[src/rtl/core/assert_macros.svh]
// Assertion helpers; clocked on clk, disabled while rst_n is low.
`ifndef ASSERT_MACROS_SVH
`define ASSERT_MACROS_SVH

`ifndef SYNTH

`define MPD_ASSERT(label, expr, msg) \
    label: assert property (@(posedge clk) disable iff (!rst_n) (expr)) else $error(msg);

`define MPD_ASSERT_IMPLY(label, ante, cons, msg) \
    label: assert property (@(posedge clk) disable iff (!rst_n) (ante) |-> (cons)) \
        else $error(msg);

`else

`define MPD_ASSERT(label, expr, msg)

`define MPD_ASSERT_IMPLY(label, ante, cons, msg)

`endif

`endif

[src/rtl/core/mpd_pkg.sv]
`timescale 1ns / 1ps
`default_nettype none

package mpd_pkg;

    localparam int MODE_W  = 2;
    localparam int TERM_FW = 3;
    localparam int POS_W   = 32;

    localparam logic [MODE_W-1:0] MODE_CLEAR  = 2'd0;
    localparam logic [MODE_W-1:0] MODE_RECORD = 2'd1;
    localparam logic [MODE_W-1:0] MODE_READ   = 2'd2;

    // one compare slot entering the lowering datapath
    typedef struct packed {
        logic valid;
        logic pair_valid;   // pair already holds a minimum
    } lower_req_t;

    // write-back request toward the pair memory
    typedef struct packed {
        logic             pending;
        logic             wr_en;
        logic [POS_W-1:0] gap;
    } lower_wr_t;

endpackage

`default_nettype wire

[src/rtl/core/min_pairwise_term_distance_top.sv]
// Minimum pairwise term distance tracker.
// Request channel (req_valid / req_stall): mode, term, position, other_term.
//   mode clear drops every seen mark, record stores an occurrence of term at
//   position and lowers the minimum of each pair it forms with a seen term,
//   read returns the minimum of pair (term, other_term).
// Response channel (rsp_valid / rsp_stall): distance and found, exactly one
//   response per request, in request order; zero for anything but a read.
// Timing: one request is in work at a time. A record runs a term sweep:
//   one position memory read and one pair memory read-modify-write per
//   term, plus a drain of the compare pipe, shorter when the last terms of
//   the sweep need no compare. A read issues one pair memory read; a
//   clear, an unused mode or an ignored record goes straight to the response.
// Response sits in an output register; a new request is taken while it
//   waits. If the receiver stalls, the finished response of the following
//   request is held inside until the output register frees up.
// Reset: asynchronous, active low. All seen marks clear; position and pair
//   memories are not cleared and are never read before being written.
`timescale 1ns / 1ps
`default_nettype none
`include "assert_macros.svh"

module min_pairwise_term_distance_top
    import mpd_pkg::*;
#(
    parameter int TERM_COUNT = 8
)
(
    input  wire logic               clk,
    input  wire logic               rst_n,
    input  wire logic               req_valid,
    output logic                    req_stall,
    input  wire logic [MODE_W-1:0]  mode,
    input  wire logic [TERM_FW-1:0] term,
    input  wire logic [POS_W-1:0]   position,
    input  wire logic [TERM_FW-1:0] other_term,
    output logic                    rsp_valid,
    input  wire logic               rsp_stall,
    output logic [POS_W-1:0]        distance,
    output logic                    found
);

    localparam int TERM_W     = (TERM_COUNT > 1) ? $clog2(TERM_COUNT) : 1;
    localparam int PAIR_AW    = 2 * TERM_W;
    localparam int PAIR_DEPTH = 1 << PAIR_AW;
    localparam logic [TERM_W-1:0] LAST_IDX = TERM_W'(TERM_COUNT - 1);

    // sequencer codes
    localparam logic [2:0] ST_IDLE   = 3'd0;
    localparam logic [2:0] ST_LOOP   = 3'd1;
    localparam logic [2:0] ST_DRAIN  = 3'd2;
    localparam logic [2:0] ST_RDISS  = 3'd3;
    localparam logic [2:0] ST_RDDATA = 3'd4;
    localparam logic [2:0] ST_FIN    = 3'd5;

    // storage: last position per term, canonical (low, high) pair minimum.
    // Pair valid is derived: a pair of distinct terms holds a minimum exactly
    // when both have been seen since the last clear.
    logic [POS_W-1:0] pos_mem  [TERM_COUNT];
    logic [POS_W-1:0] pair_mem [PAIR_DEPTH];
    logic [POS_W-1:0] pos_rd_reg;
    logic [POS_W-1:0] pair_rd_reg;

    logic [2:0]            state_reg;
    logic [TERM_COUNT-1:0] seen_reg;
    logic [TERM_W-1:0]     cnt_reg;

    logic [MODE_W-1:0] req_mode_reg;
    logic [TERM_W-1:0] req_t_reg;
    logic [TERM_W-1:0] req_u_reg;
    logic              req_t_ok_reg;
    logic              req_u_ok_reg;
    logic [POS_W-1:0]  req_pos_reg;
    logic              t_was_seen_reg;

    logic              s1v_reg;
    logic [TERM_W-1:0] s1_idx_reg;
    logic [PAIR_AW-1:0] s1_addr_reg;
    logic [PAIR_AW-1:0] s2_addr_reg;

    logic [POS_W-1:0] res_dist_reg;
    logic             res_found_reg;
    logic             rsp_valid_reg;
    logic [POS_W-1:0] dist_out_reg;
    logic             found_out_reg;

    logic               accept;
    logic               in_t_ok;
    logic               in_u_ok;
    logic [TERM_W-1:0]  in_t;
    logic [TERM_W-1:0]  in_u;
    logic               out_free;
    logic [TERM_W-1:0]  pa_lo;
    logic [TERM_W-1:0]  pa_hi;
    logic [PAIR_AW-1:0] pair_raddr;
    logic               slot_live;
    logic               rd_found;
    lower_req_t         lreq;
    lower_wr_t          lwr;

    assign req_stall = (state_reg != ST_IDLE);
    assign accept    = req_valid && !req_stall;
    assign in_t_ok   = 32'(term) < 32'(TERM_COUNT);
    assign in_u_ok   = 32'(other_term) < 32'(TERM_COUNT);
    assign in_t      = TERM_W'(term);
    assign in_u      = TERM_W'(other_term);
    assign out_free  = !rsp_valid_reg || !rsp_stall;

    // pair address: sweep partner during a record, (term, other_term) on a read
    always_comb
    begin
        if (state_reg == ST_LOOP)
        begin
            pa_lo = (cnt_reg < req_t_reg) ? cnt_reg : req_t_reg;
            pa_hi = (cnt_reg < req_t_reg) ? req_t_reg : cnt_reg;
        end
        else
        begin
            pa_lo = (req_u_reg < req_t_reg) ? req_u_reg : req_t_reg;
            pa_hi = (req_u_reg < req_t_reg) ? req_t_reg : req_u_reg;
        end
        pair_raddr = {pa_lo, pa_hi};
    end

    // a sweep slot compares only against other terms already seen
    assign slot_live = (state_reg == ST_LOOP) && (cnt_reg != req_t_reg) && seen_reg[cnt_reg];

    assign rd_found = req_t_ok_reg && req_u_ok_reg && (req_t_reg != req_u_reg)
                      && seen_reg[req_t_reg] && seen_reg[req_u_reg];

    // position memory: written on record acceptance, read by the sweep
    always_ff @(posedge clk)
    begin
        if (accept && (mode == MODE_RECORD) && in_t_ok)
        begin
            pos_mem[in_t] <= position;
        end
        pos_rd_reg <= pos_mem[cnt_reg];
    end

    // pair memory: read-modify-write, write address piped via s1/s2_addr_reg;
    // addresses within one sweep are all distinct so no forwarding is needed
    always_ff @(posedge clk)
    begin
        if (lwr.wr_en)
        begin
            pair_mem[s2_addr_reg] <= lwr.gap;
        end
        pair_rd_reg <= pair_mem[pair_raddr];
    end

    always_comb
    begin
        lreq.valid      = s1v_reg;
        lreq.pair_valid = t_was_seen_reg;
    end

    mpd_lower_unit u_lower (
        .clk       (clk),
        .rst_n     (rst_n),
        .req       (lreq),
        .other_pos (pos_rd_reg),
        .new_pos   (req_pos_reg),
        .old_min   (pair_rd_reg),
        .wr        (lwr)
    );

    // sequencer
    always_ff @(posedge clk or negedge rst_n)
    begin
        if (!rst_n)
        begin
            state_reg     <= ST_IDLE;
            seen_reg      <= '0;
            cnt_reg       <= '0;
            s1v_reg       <= 1'b0;
            rsp_valid_reg <= 1'b0;
        end
        else
        begin
            s1v_reg <= slot_live;
            // load a finished response, or retire the one just taken
            if ((state_reg == ST_FIN) && out_free)
            begin
                rsp_valid_reg <= 1'b1;
            end
            else if (rsp_valid_reg && !rsp_stall)
            begin
                rsp_valid_reg <= 1'b0;
            end
            unique case (state_reg)
                ST_IDLE:
                begin
                    cnt_reg <= '0;
                    if (accept)
                    begin
                        if (mode == MODE_CLEAR)
                        begin
                            seen_reg  <= '0;
                            state_reg <= ST_FIN;
                        end
                        else if (mode == MODE_RECORD && in_t_ok)
                        begin
                            seen_reg[in_t] <= 1'b1;
                            state_reg      <= ST_LOOP;
                        end
                        else if (mode == MODE_READ)
                        begin
                            state_reg <= ST_RDISS;
                        end
                        else
                        begin
                            state_reg <= ST_FIN;
                        end
                    end
                end
                ST_LOOP:
                begin
                    if (cnt_reg == LAST_IDX)
                    begin
                        state_reg <= ST_DRAIN;
                    end
                    else
                    begin
                        cnt_reg <= TERM_W'(cnt_reg + 1'b1);
                    end
                end
                ST_DRAIN:
                begin
                    if (!s1v_reg && !lwr.pending)
                    begin
                        state_reg <= ST_FIN;
                    end
                end
                ST_RDISS:
                begin
                    state_reg <= ST_RDDATA;
                end
                ST_RDDATA:
                begin
                    state_reg <= ST_FIN;
                end
                ST_FIN:
                begin
                    if (out_free)
                    begin
                        state_reg <= ST_IDLE;
                    end
                end
                default:
                begin
                    state_reg <= ST_IDLE;
                end
            endcase
        end
    end

    // request capture and result payload
    always_ff @(posedge clk)
    begin
        if (accept)
        begin
            req_mode_reg   <= mode;
            req_t_reg      <= in_t;
            req_u_reg      <= in_u;
            req_t_ok_reg   <= in_t_ok;
            req_u_ok_reg   <= in_u_ok;
            req_pos_reg    <= position;
            t_was_seen_reg <= in_t_ok && seen_reg[in_t];
            res_dist_reg   <= '0;
            res_found_reg  <= 1'b0;
        end
        if (state_reg == ST_RDDATA)
        begin
            res_dist_reg  <= rd_found ? pair_rd_reg : '0;
            res_found_reg <= rd_found;
        end
        s1_idx_reg  <= cnt_reg;
        s1_addr_reg <= pair_raddr;
        s2_addr_reg <= s1_addr_reg;
        if ((state_reg == ST_FIN) && out_free)
        begin
            dist_out_reg  <= res_dist_reg;
            found_out_reg <= res_found_reg;
        end
    end

    assign rsp_valid = rsp_valid_reg;
    assign distance  = dist_out_reg;
    assign found     = found_out_reg;

    `MPD_ASSERT_IMPLY(a_pipe_addr_distinct, s1v_reg && lwr.pending,
        s1_addr_reg != s2_addr_reg, "pair read and write-back hit the same entry")
    `MPD_ASSERT_IMPLY(a_wr_in_sweep, lwr.wr_en,
        (state_reg == ST_LOOP) || (state_reg == ST_DRAIN), "pair write outside a record sweep")
    `MPD_ASSERT_IMPLY(a_loop_is_record, state_reg == ST_LOOP,
        (req_mode_reg == MODE_RECORD) && req_t_ok_reg, "sweep running without a valid record")
    `MPD_ASSERT_IMPLY(a_slot_seen, s1v_reg,
        seen_reg[s1_idx_reg] && (s1_idx_reg != req_t_reg), "compare slot on an unseen or own term")

endmodule

`default_nettype wire

[src/rtl/core/mpd_lower_unit.sv]
`timescale 1ns / 1ps
`default_nettype none

module mpd_lower_unit
    import mpd_pkg::*;
(
    input  wire logic             clk,
    input  wire logic             rst_n,
    input  wire lower_req_t       req,
    input  wire logic [POS_W-1:0] other_pos,
    input  wire logic [POS_W-1:0] new_pos,
    input  wire logic [POS_W-1:0] old_min,
    output lower_wr_t             wr
);

    logic             v_reg;
    logic             pv_reg;
    logic [POS_W-1:0] dist_reg;
    logic [POS_W-1:0] min_reg;
    logic [POS_W-1:0] dist_next;

    // exact unsigned absolute difference
    always_comb
    begin
        if (other_pos > new_pos)
        begin
            dist_next = other_pos - new_pos;
        end
        else
        begin
            dist_next = new_pos - other_pos;
        end
    end

    always_ff @(posedge clk or negedge rst_n)
    begin
        if (!rst_n)
        begin
            v_reg <= 1'b0;
        end
        else
        begin
            v_reg <= req.valid;
        end
    end

    always_ff @(posedge clk)
    begin
        pv_reg   <= req.pair_valid;
        dist_reg <= dist_next;
        min_reg  <= old_min;
    end

    always_comb
    begin
        wr.pending = v_reg;
        wr.wr_en   = v_reg && (!pv_reg || (dist_reg < min_reg));
        wr.gap     = dist_reg;
    end

endmodule

`default_nettype wire

[config.mk]
export PLATFORM = sky130hd
export DESIGN_NAME = min_pairwise_term_distance_top
export DESIGN_NICKNAME = d
export VERILOG_FILES = /design/src/rtl/core/mpd_pkg.sv /design/src/rtl/core/min_pairwise_term_distance_top.sv /design/src/rtl/core/mpd_lower_unit.sv
export VERILOG_INCLUDE_DIRS = /design/src /design/src/rtl/core
export SDC_FILE = /design/constraint.sdc
export NUM_CORES = 2
export LEC_CHECK = 0
export BUFFER_PORTS_ARGS = -buffer_cell sky130_fd_sc_hd__buf_2
export CAP_MARGIN = 10
export CORE_MARGIN = 2
export CORE_UTILIZATION = 49
export CTS_BUF_LIST = sky130_fd_sc_hd__clkbuf_8
export DETAILED_ROUTE_END_ITERATION = 6
export PLACE_DENSITY = 0.65
export SYNTH_ARGS = -nofsm -noshare
export SYNTH_HDL_FRONTEND = slang
export SYNTH_HIERARCHICAL = 1
export SYNTH_SLANG_ARGS = --single-unit
[constraint.sdc]
create_clock -name clk -period 12.73 [get_ports clk]
set_clock_uncertainty 0.05 [all_clocks]
set_input_delay 1.9095 -clock clk [delete_from_list [all_inputs] [get_ports clk]]
set_output_delay 1.9095 -clock clk [all_outputs]
set_load 0.05 [all_outputs]
Yosys cells after proc, flatten, opt, wreduce, memory -nomap -nowiden
Memories as Yosys holds them, arrays and structs flattened. A register that Yosys moved wholly into a read port is not among the register bits. Index checks and enable logic that the tools add are counted.

Memories: 2. Bits in registers: 199. RAM bits: 2304. Word-level logic and storage cells: 118.

Add/subtract/negate cells: 3. Magnitude comparators: 9. Reductions and logical operators: 29. Multiplexer cells: 40. Bitwise gates (word level): 1. Equal/unequal tests: 15.

Memories: pair_mem (words 64, width 32, read ports 1, clocked after Yosys merged registers in 1, write ports 1, line min_pairwise_term_distance_top.sv:59) `logic [POS_W-1:0] pair_mem [PAIR_DEPTH];`; pos_mem (words 8, width 32, read ports 1, clocked after Yosys merged registers in 1, write ports 1, line min_pairwise_term_distance_top.sv:58) `logic [POS_W-1:0] pos_mem [TERM_COUNT];`.

Operator list (number): $mux 32 (4); $sub 32x32->32 (2); $mux 3 (14); $gt 32x32->1 (1); $lt 32x32->1 (1); $pmux 3 s6 (1); $lt 3x4->1 const B (4); $mux 8 (2); $mux 1 (13); $bmux 1 s3 (4); $logic_and 1x1->1 (11); $eq 3x3->1 const B (3); $ne 2x2->1 const B (4); $or 8x8->8 (1); $reduce_bool 2->1 (4); $eq 3x2->1 const B (2); $logic_not 1->1 (6); $lt 3x3->1 (2); $ne 3x3->1 (2); $pmux 3 s2 (1); $reduce_and 4->1 (1); $add 3x1->3 const B (1); $demux 1 s3 (1); $eq 3x1->1 const B (1); 10 further kinds (11).

Longest topological paths before layout
Word-level depth: 7. Depth in mapped cells: 19. Depth with buffers taken out: 13.

Cells and area by module
The synthesis kept the hierarchy.

Modules (own cells, without submodules): min_pairwise_term_distance_top (area each 96374.9 µm², times used 1, sequential area each 74261.2 µm², cells an instance 6436); mpd_lower_unit (area each 5899.4 µm², times used 1, sequential area each 1326.3 µm², cells an instance 743).

Least setup slack after synthesis
OpenSTA, ideal clock, no wires.

Path kind: in2reg. From: input req_valid. To: memory pos_mem[2][0], enable pin. Data required time: 12.217 ns. Path buffers: 0. Setup slack: 6.692 ns. Cell stages on the path: 3. Arrival: 5.525 ns. Cells stage by stage: and2_1 > nand3_1 > nor3_1.

Longest elaborated chain between the ends: 4.

Ends and longest elaborated chain: start, declared (line min_pairwise_term_distance_top.sv:30) `input wire logic req_valid,`; $logic_and 1x1->1 (line min_pairwise_term_distance_top.sv:101) `assign accept = req_valid && !req_stall;`; $logic_and 1x1->1 (line min_pairwise_term_distance_top.sv:133) `if (accept && (mode == MODE_RECORD) && in_t_ok)`; $mux 1 (line min_pairwise_term_distance_top.sv:133); $mux 1 (implied by the code) (line min_pairwise_term_distance_top.sv:135) `pos_mem[in_t] <= position;`; end, declared (line min_pairwise_term_distance_top.sv:58).

No other way between the ends.

Worst setup path after layout
From: register cnt_reg[2]. To: register pair_rd_reg[14], read port of pair_mem.

Longest elaborated chain between the ends: 3. Elaborated cells on any way between the ends: 5. Those cells by class: order compare (1); mux (4).

Ends and longest elaborated chain: start, declared (line min_pairwise_term_distance_top.sv:65) `logic [TERM_W-1:0] cnt_reg;`; start signal, assigned (line min_pairwise_term_distance_top.sv:224) `cnt_reg <= TERM_W'(cnt_reg + 1'b1);`; $lt 3x3->1 (line min_pairwise_term_distance_top.sv:113, min_pairwise_term_distance_top.sv:114); $mux 3, on equally long branches (line min_pairwise_term_distance_top.sv:114, min_pairwise_term_distance_top.sv:113); $mux 3 (line min_pairwise_term_distance_top.sv:111) `if (state_reg == ST_LOOP)`; end, declared (line min_pairwise_term_distance_top.sv:61) `logic [POS_W-1:0] pair_rd_reg;`.

Parallel ways exist; a longest one is shown, timed or not. A chain may end at the register's enable or synchronous reset.

==> metrics.md <==
| Metric | Value |
|---|---|
| Status | `complete, but fails checks` |
| Violations in the final reports | `DRC` |
| Relative max-transition margin | `0.1083` |
| Antenna-violating nets left | `0` |
| Initial antenna violation count | `37` |
| DR iter-0 viols | `9533` |
| Regs by FF count | `pair_mem (2048), pos_mem (256)` |
| Hold-fix buffers, CTS | `0` |
| Type of destination of the critical path | `flop` |
| Cell total after placement | `9792` |
| Count of flip-flops with a built-in enable after synthesis | `2409` |
| Port-buffer cells | `78` |
| FF+latch count, synth | `2567` |
| First-pass GRT wire length | `430.6 mm` |
| Total half-perimeter wirelength after legalization and detailed placement | `166.7 mm` |
| Post-Syn Area | `102300 sq um` |
| Gate count after technology mapping | `7179` |
| WL per Instance | `28.49 um` |
| Cell chosen for the clock root | `sky130_fd_sc_hd__clkbuf_8` |
| Share of synthesized area occupied by flip-flops and latches | `0.7391` |
| # Post-CTS Setup Buffers | `0` |
| Met1 capacity usage during global routing | `0.3955` |
| Setup total negative slack | `0 ns` |
| Pin count of the biggest net entering global routing | `155` |
| Total Routed Length | `301.5 mm` |
| Worst Path Max Fanout | `115` |
| Synthesized area per cell | `14.25 sq um` |
| Die Wd | `460.9 um` |
| Post-CTS resize count | `0` |
| Depth of the most critical reg-to-reg path | `16` |
| Fraction of layout instances using a drive strength above 1 | `0.1373` |
| Final Wtd Congestion | `0.8785` |
| Met3 capacity usage during global routing | `0.07352` |
| Starting density of the core | `0.4934` |
| Total congestion overflow | `0` |
| Standard-cell row count | `167` |
| Share of the clock period used by the worst path | `0.5340` |
| Data arrival at the endpoint of the critical path | `7.68 ns` |
| Clock transition at the registers of the reported paths | `0.06 ns` |
| Fmax achieved | `147.1 MHz` |
| WP data required | `13.61 ns` |
| Area grow syn2layout | `11.68%` |
| Most frequently used flop master after synthesis | `sky130_fd_sc_hd__edfxtp_1` |
| Final setup violation count | `0` |
| Residual DRC | `3` |
| Critical path class | `flop to flop` |
| Crit-path most repeated cell | `sky130_fd_sc_hd__buf_4` |
| Classification of the worst-slack hold path | `flop to flop` |
| Number of global-route vias before repair | `61490` |
| Layout net count | `7586` |
| Flip-flop count of the largest register after layout | `2048` |
| Die outline area | `212400 sq um` |
| DIE HEIGHT | `460.9 um` |
| CTS tree | `yes` |
| Count of non-filler cells in the finished layout | `10580` |
| Ports placed on the boundary | `79` |
| Final hold violation count | `0` |
| Peak supply drop | `207.5 uV` |
| Commonest non-fill, non-tap cell in the layout | `sky130_fd_sc_hd__edfxtp_1` |
| Clock latency of the later-clocked register in the worst-skew pair | `1.12 ns` |
| Kind of start point of the critical path | `flop` |
| Maximum level of the CTS H-tree | `5` |
| Warnings from Yosys | `6` |
| Core area | `207300 sq um` |
| Commonest cells after routing, fill and taps aside | `2409 x sky130_fd_sc_hd__edfxtp_1, 1516 x sky130_fd_sc_hd__nand2_1, 465 x sky130_fd_sc_hd__clkbuf_8` |
| Met2 track demand over resource | `0.4265` |
| Avg Vias per Cell | `6.169` |
| Count of clock tree sinks | `2567` |
| Async set-or-reset flop fraction in the synthesized netlist | `0.006623` |
| Transition time at the pin with the least slew margin | `1.324 ns` |
| Number of unique standard cell types used by synthesis | `92` |
| Total number of vias | `65280` |
| Number of buffers on the longest clock path | `4` |
| GRT busiest layer | `met2` |
| Crit path largest cell delay | `0.85 ns` |
| Number of instances on the worst hold path | `0` |
| Max cap viols | `0` |
| Most flops, register | `pair_mem` |
| Power per cell area | `250.6 nW/um^2` |
| Net count of the mapped netlist | `7334` |
| Final Max Tran Viols | `0` |
| Static leakage | `39.66 nW` |
| CTS Buf Count | `422` |
| Min cycle time layout | `6.798 ns` |
| Number of iterations in the first detailed-routing pass | `7` |
| Setup repair after global routing missed its margin | `no` |
| GR Util All Layers | `0.2803` |
| Series of cell instances along the critical path | `clkinv_1 > buf_4 > ha_1 > nor3b_1 > o31ai_1 > o32a_2 > buf_4 > nand2_8 > inv_16 > buf_4 > buf_4 > mux4_2 > nand2_1 > a21oi_1 > nor3_1 > nand4_1` |
| Max stage delay cell, worst path | `sky130_fd_sc_hd__nor3_1` |
==> cells by family (layout without fill, tap and decap cells) <==
family / after synthesis / in the layout / share of synthesized area
flops: 2567 / 2567 / 0.7391
simple gates: 2518 / 2518 / 0.1071
compound gates: 1156 / 1156 / 0.07770
buf+inv: 572 / 1165 / 0.02525
mux: 227 / 227 / 0.03479
fa+ha+maj: 111 / 111 / 0.01373
xor+xnor: 28 / 28 / 0.002398
other cells: 0 / 22 / 0
==> metal layers <==
layer  share of wire  wire length [um]
met5         0.00060               180
met4           0.028              8550
met3            0.13             38400
met2            0.45            136800
met1            0.39            117600
==> synth_stat cells (10+ instances only) <==
master / count / area, sq um
sky130_fd_sc_hd__nor2_1: 267 / 1002
sky130_fd_sc_hd__a221oi_1: 15 / 131.4
sky130_fd_sc_hd__nand2_1: 1516 / 5690
sky130_fd_sc_hd__o31ai_1: 22 / 165.2
sky130_fd_sc_hd__o21a_1: 16 / 120.1
sky130_fd_sc_hd__xor2_1: 13 / 113.9
sky130_fd_sc_hd__edfxtp_1: 2409 / 72340
sky130_fd_sc_hd__a31oi_1: 143 / 894.6
sky130_fd_sc_hd__buf_4: 35 / 262.8
sky130_fd_sc_hd__a211o_1: 22 / 192.7
sky130_fd_sc_hd__mux2_2: 15 / 168.9
sky130_fd_sc_hd__a311oi_1: 155 / 1358
sky130_fd_sc_hd__and3_1: 170 / 1064
sky130_fd_sc_hd__a21oi_1: 219 / 1096
sky130_fd_sc_hd__a32oi_1: 12 / 105.1
sky130_fd_sc_hd__dfrtp_1: 17 / 425.4
sky130_fd_sc_hd__mux4_2: 101 / 2275
sky130_fd_sc_hd__nand4_1: 45 / 281.5
sky130_fd_sc_hd__mux2i_1: 110 / 1101
sky130_fd_sc_hd__and4_1: 10 / 87.58
sky130_fd_sc_hd__o22ai_1: 16 / 100.1
sky130_fd_sc_hd__nor2b_1: 11 / 68.82
sky130_fd_sc_hd__a211oi_1: 120 / 900.9
sky130_fd_sc_hd__ha_1: 109 / 1364
sky130_fd_sc_hd__clkbuf_1: 179 / 671.9
sky130_fd_sc_hd__o21bai_1: 10 / 75.07
sky130_fd_sc_hd__o2111ai_1: 17 / 148.9
sky130_fd_sc_hd__o21ai_0: 189 / 945.9
sky130_fd_sc_hd__dfxtp_1: 141 / 2823
sky130_fd_sc_hd__nor3_1: 63 / 315.3
sky130_fd_sc_hd__buf_2: 163 / 815.8
sky130_fd_sc_hd__a32o_1: 18 / 180.2
sky130_fd_sc_hd__xnor2_1: 15 / 131.4
sky130_fd_sc_hd__nand2b_1: 10 / 62.56
sky130_fd_sc_hd__a2111oi_0: 13 / 113.9
sky130_fd_sc_hd__o211ai_1: 31 / 232.7
sky130_fd_sc_hd__and2_1: 39 / 244.0
sky130_fd_sc_hd__o221ai_1: 42 / 367.9
sky130_fd_sc_hd__nand3_1: 324 / 1622
sky130_fd_sc_hd__a21o_1: 38 / 285.3
sky130_fd_sc_hd__buf_1: 53 / 198.9
sky130_fd_sc_hd__nand3b_1: 10 / 75.07
sky130_fd_sc_hd__inv_1: 126 / 473.0
==> critical path: cells and delay by family (launching register included) <==
kind                     cells  cell delay [ns]
buffers and inverters        6             2.44
AND/OR/NAND/NOR              5             1.51
AO/OA/AOI/OAI                3             0.92
multiplexers                 1             0.58
adder cells (fa/ha/maj)      1             0.40
flip-flops                   1             0.39
==> through the flow <==
step | area (sq um) | setup WS, ns | power, mW | util | hold slack [ns]
6_report | 114200 | 5.932 | 28.62 | 0.5511 | 0.2751
5_1_grt | 114200 | 5.752 | 29.75 | 0.5509 | 0.2779
4_1_cts | 114100 | 6.145 | 28.41 | 0.5506 | 0.2762
3_5_place_dp | 106300 | 6.100 | 21.74 | 0.5127 | 0.2621
3_3_place_gp | 106300 | 6.061 | 21.60 | 0.5127 | 0.2614
2_1_floorplan | 102300 | 6.692 | 17.90 | - | 0.2596
==> path summary, 6_finish.rpt <==
check	start	to	slack, ns
max reg2reg	cnt_reg[2]	pair_rd_reg[14]	5.93
min	s1_addr_reg[1]	s2_addr_reg[1]	0.28
max in group asynchronous	rst_n	cnt_reg[1]	11.53
max	cnt_reg[2]	pair_rd_reg[14]	5.93
min in group asynchronous	rst_n	rsp_valid	0.74
min reg2reg	s1_addr_reg[1]	s2_addr_reg[1]	0.28
==> layout make-up <==
class                      instances  area [sq um]
antenna                           22         55.05
clock buffer                     465          6400
clock inverter                   300          1448
fill                           16670         93050
inverter                         131         525.5
multi-input combinational       4040         24760
sequential                      2567         75630
tap                             2788          3488
timing repair buffer             269          1912
==> where the power goes <==
group,total [mW],internal (mW),switching (mW)
logic,10.7,2.93,7.76
registers,11.2,10.7,0.492
clock network,6.73,3.50,3.23
total,28.6,17.1,11.5
Note: power is estimated with default switching activity, not from simulation.
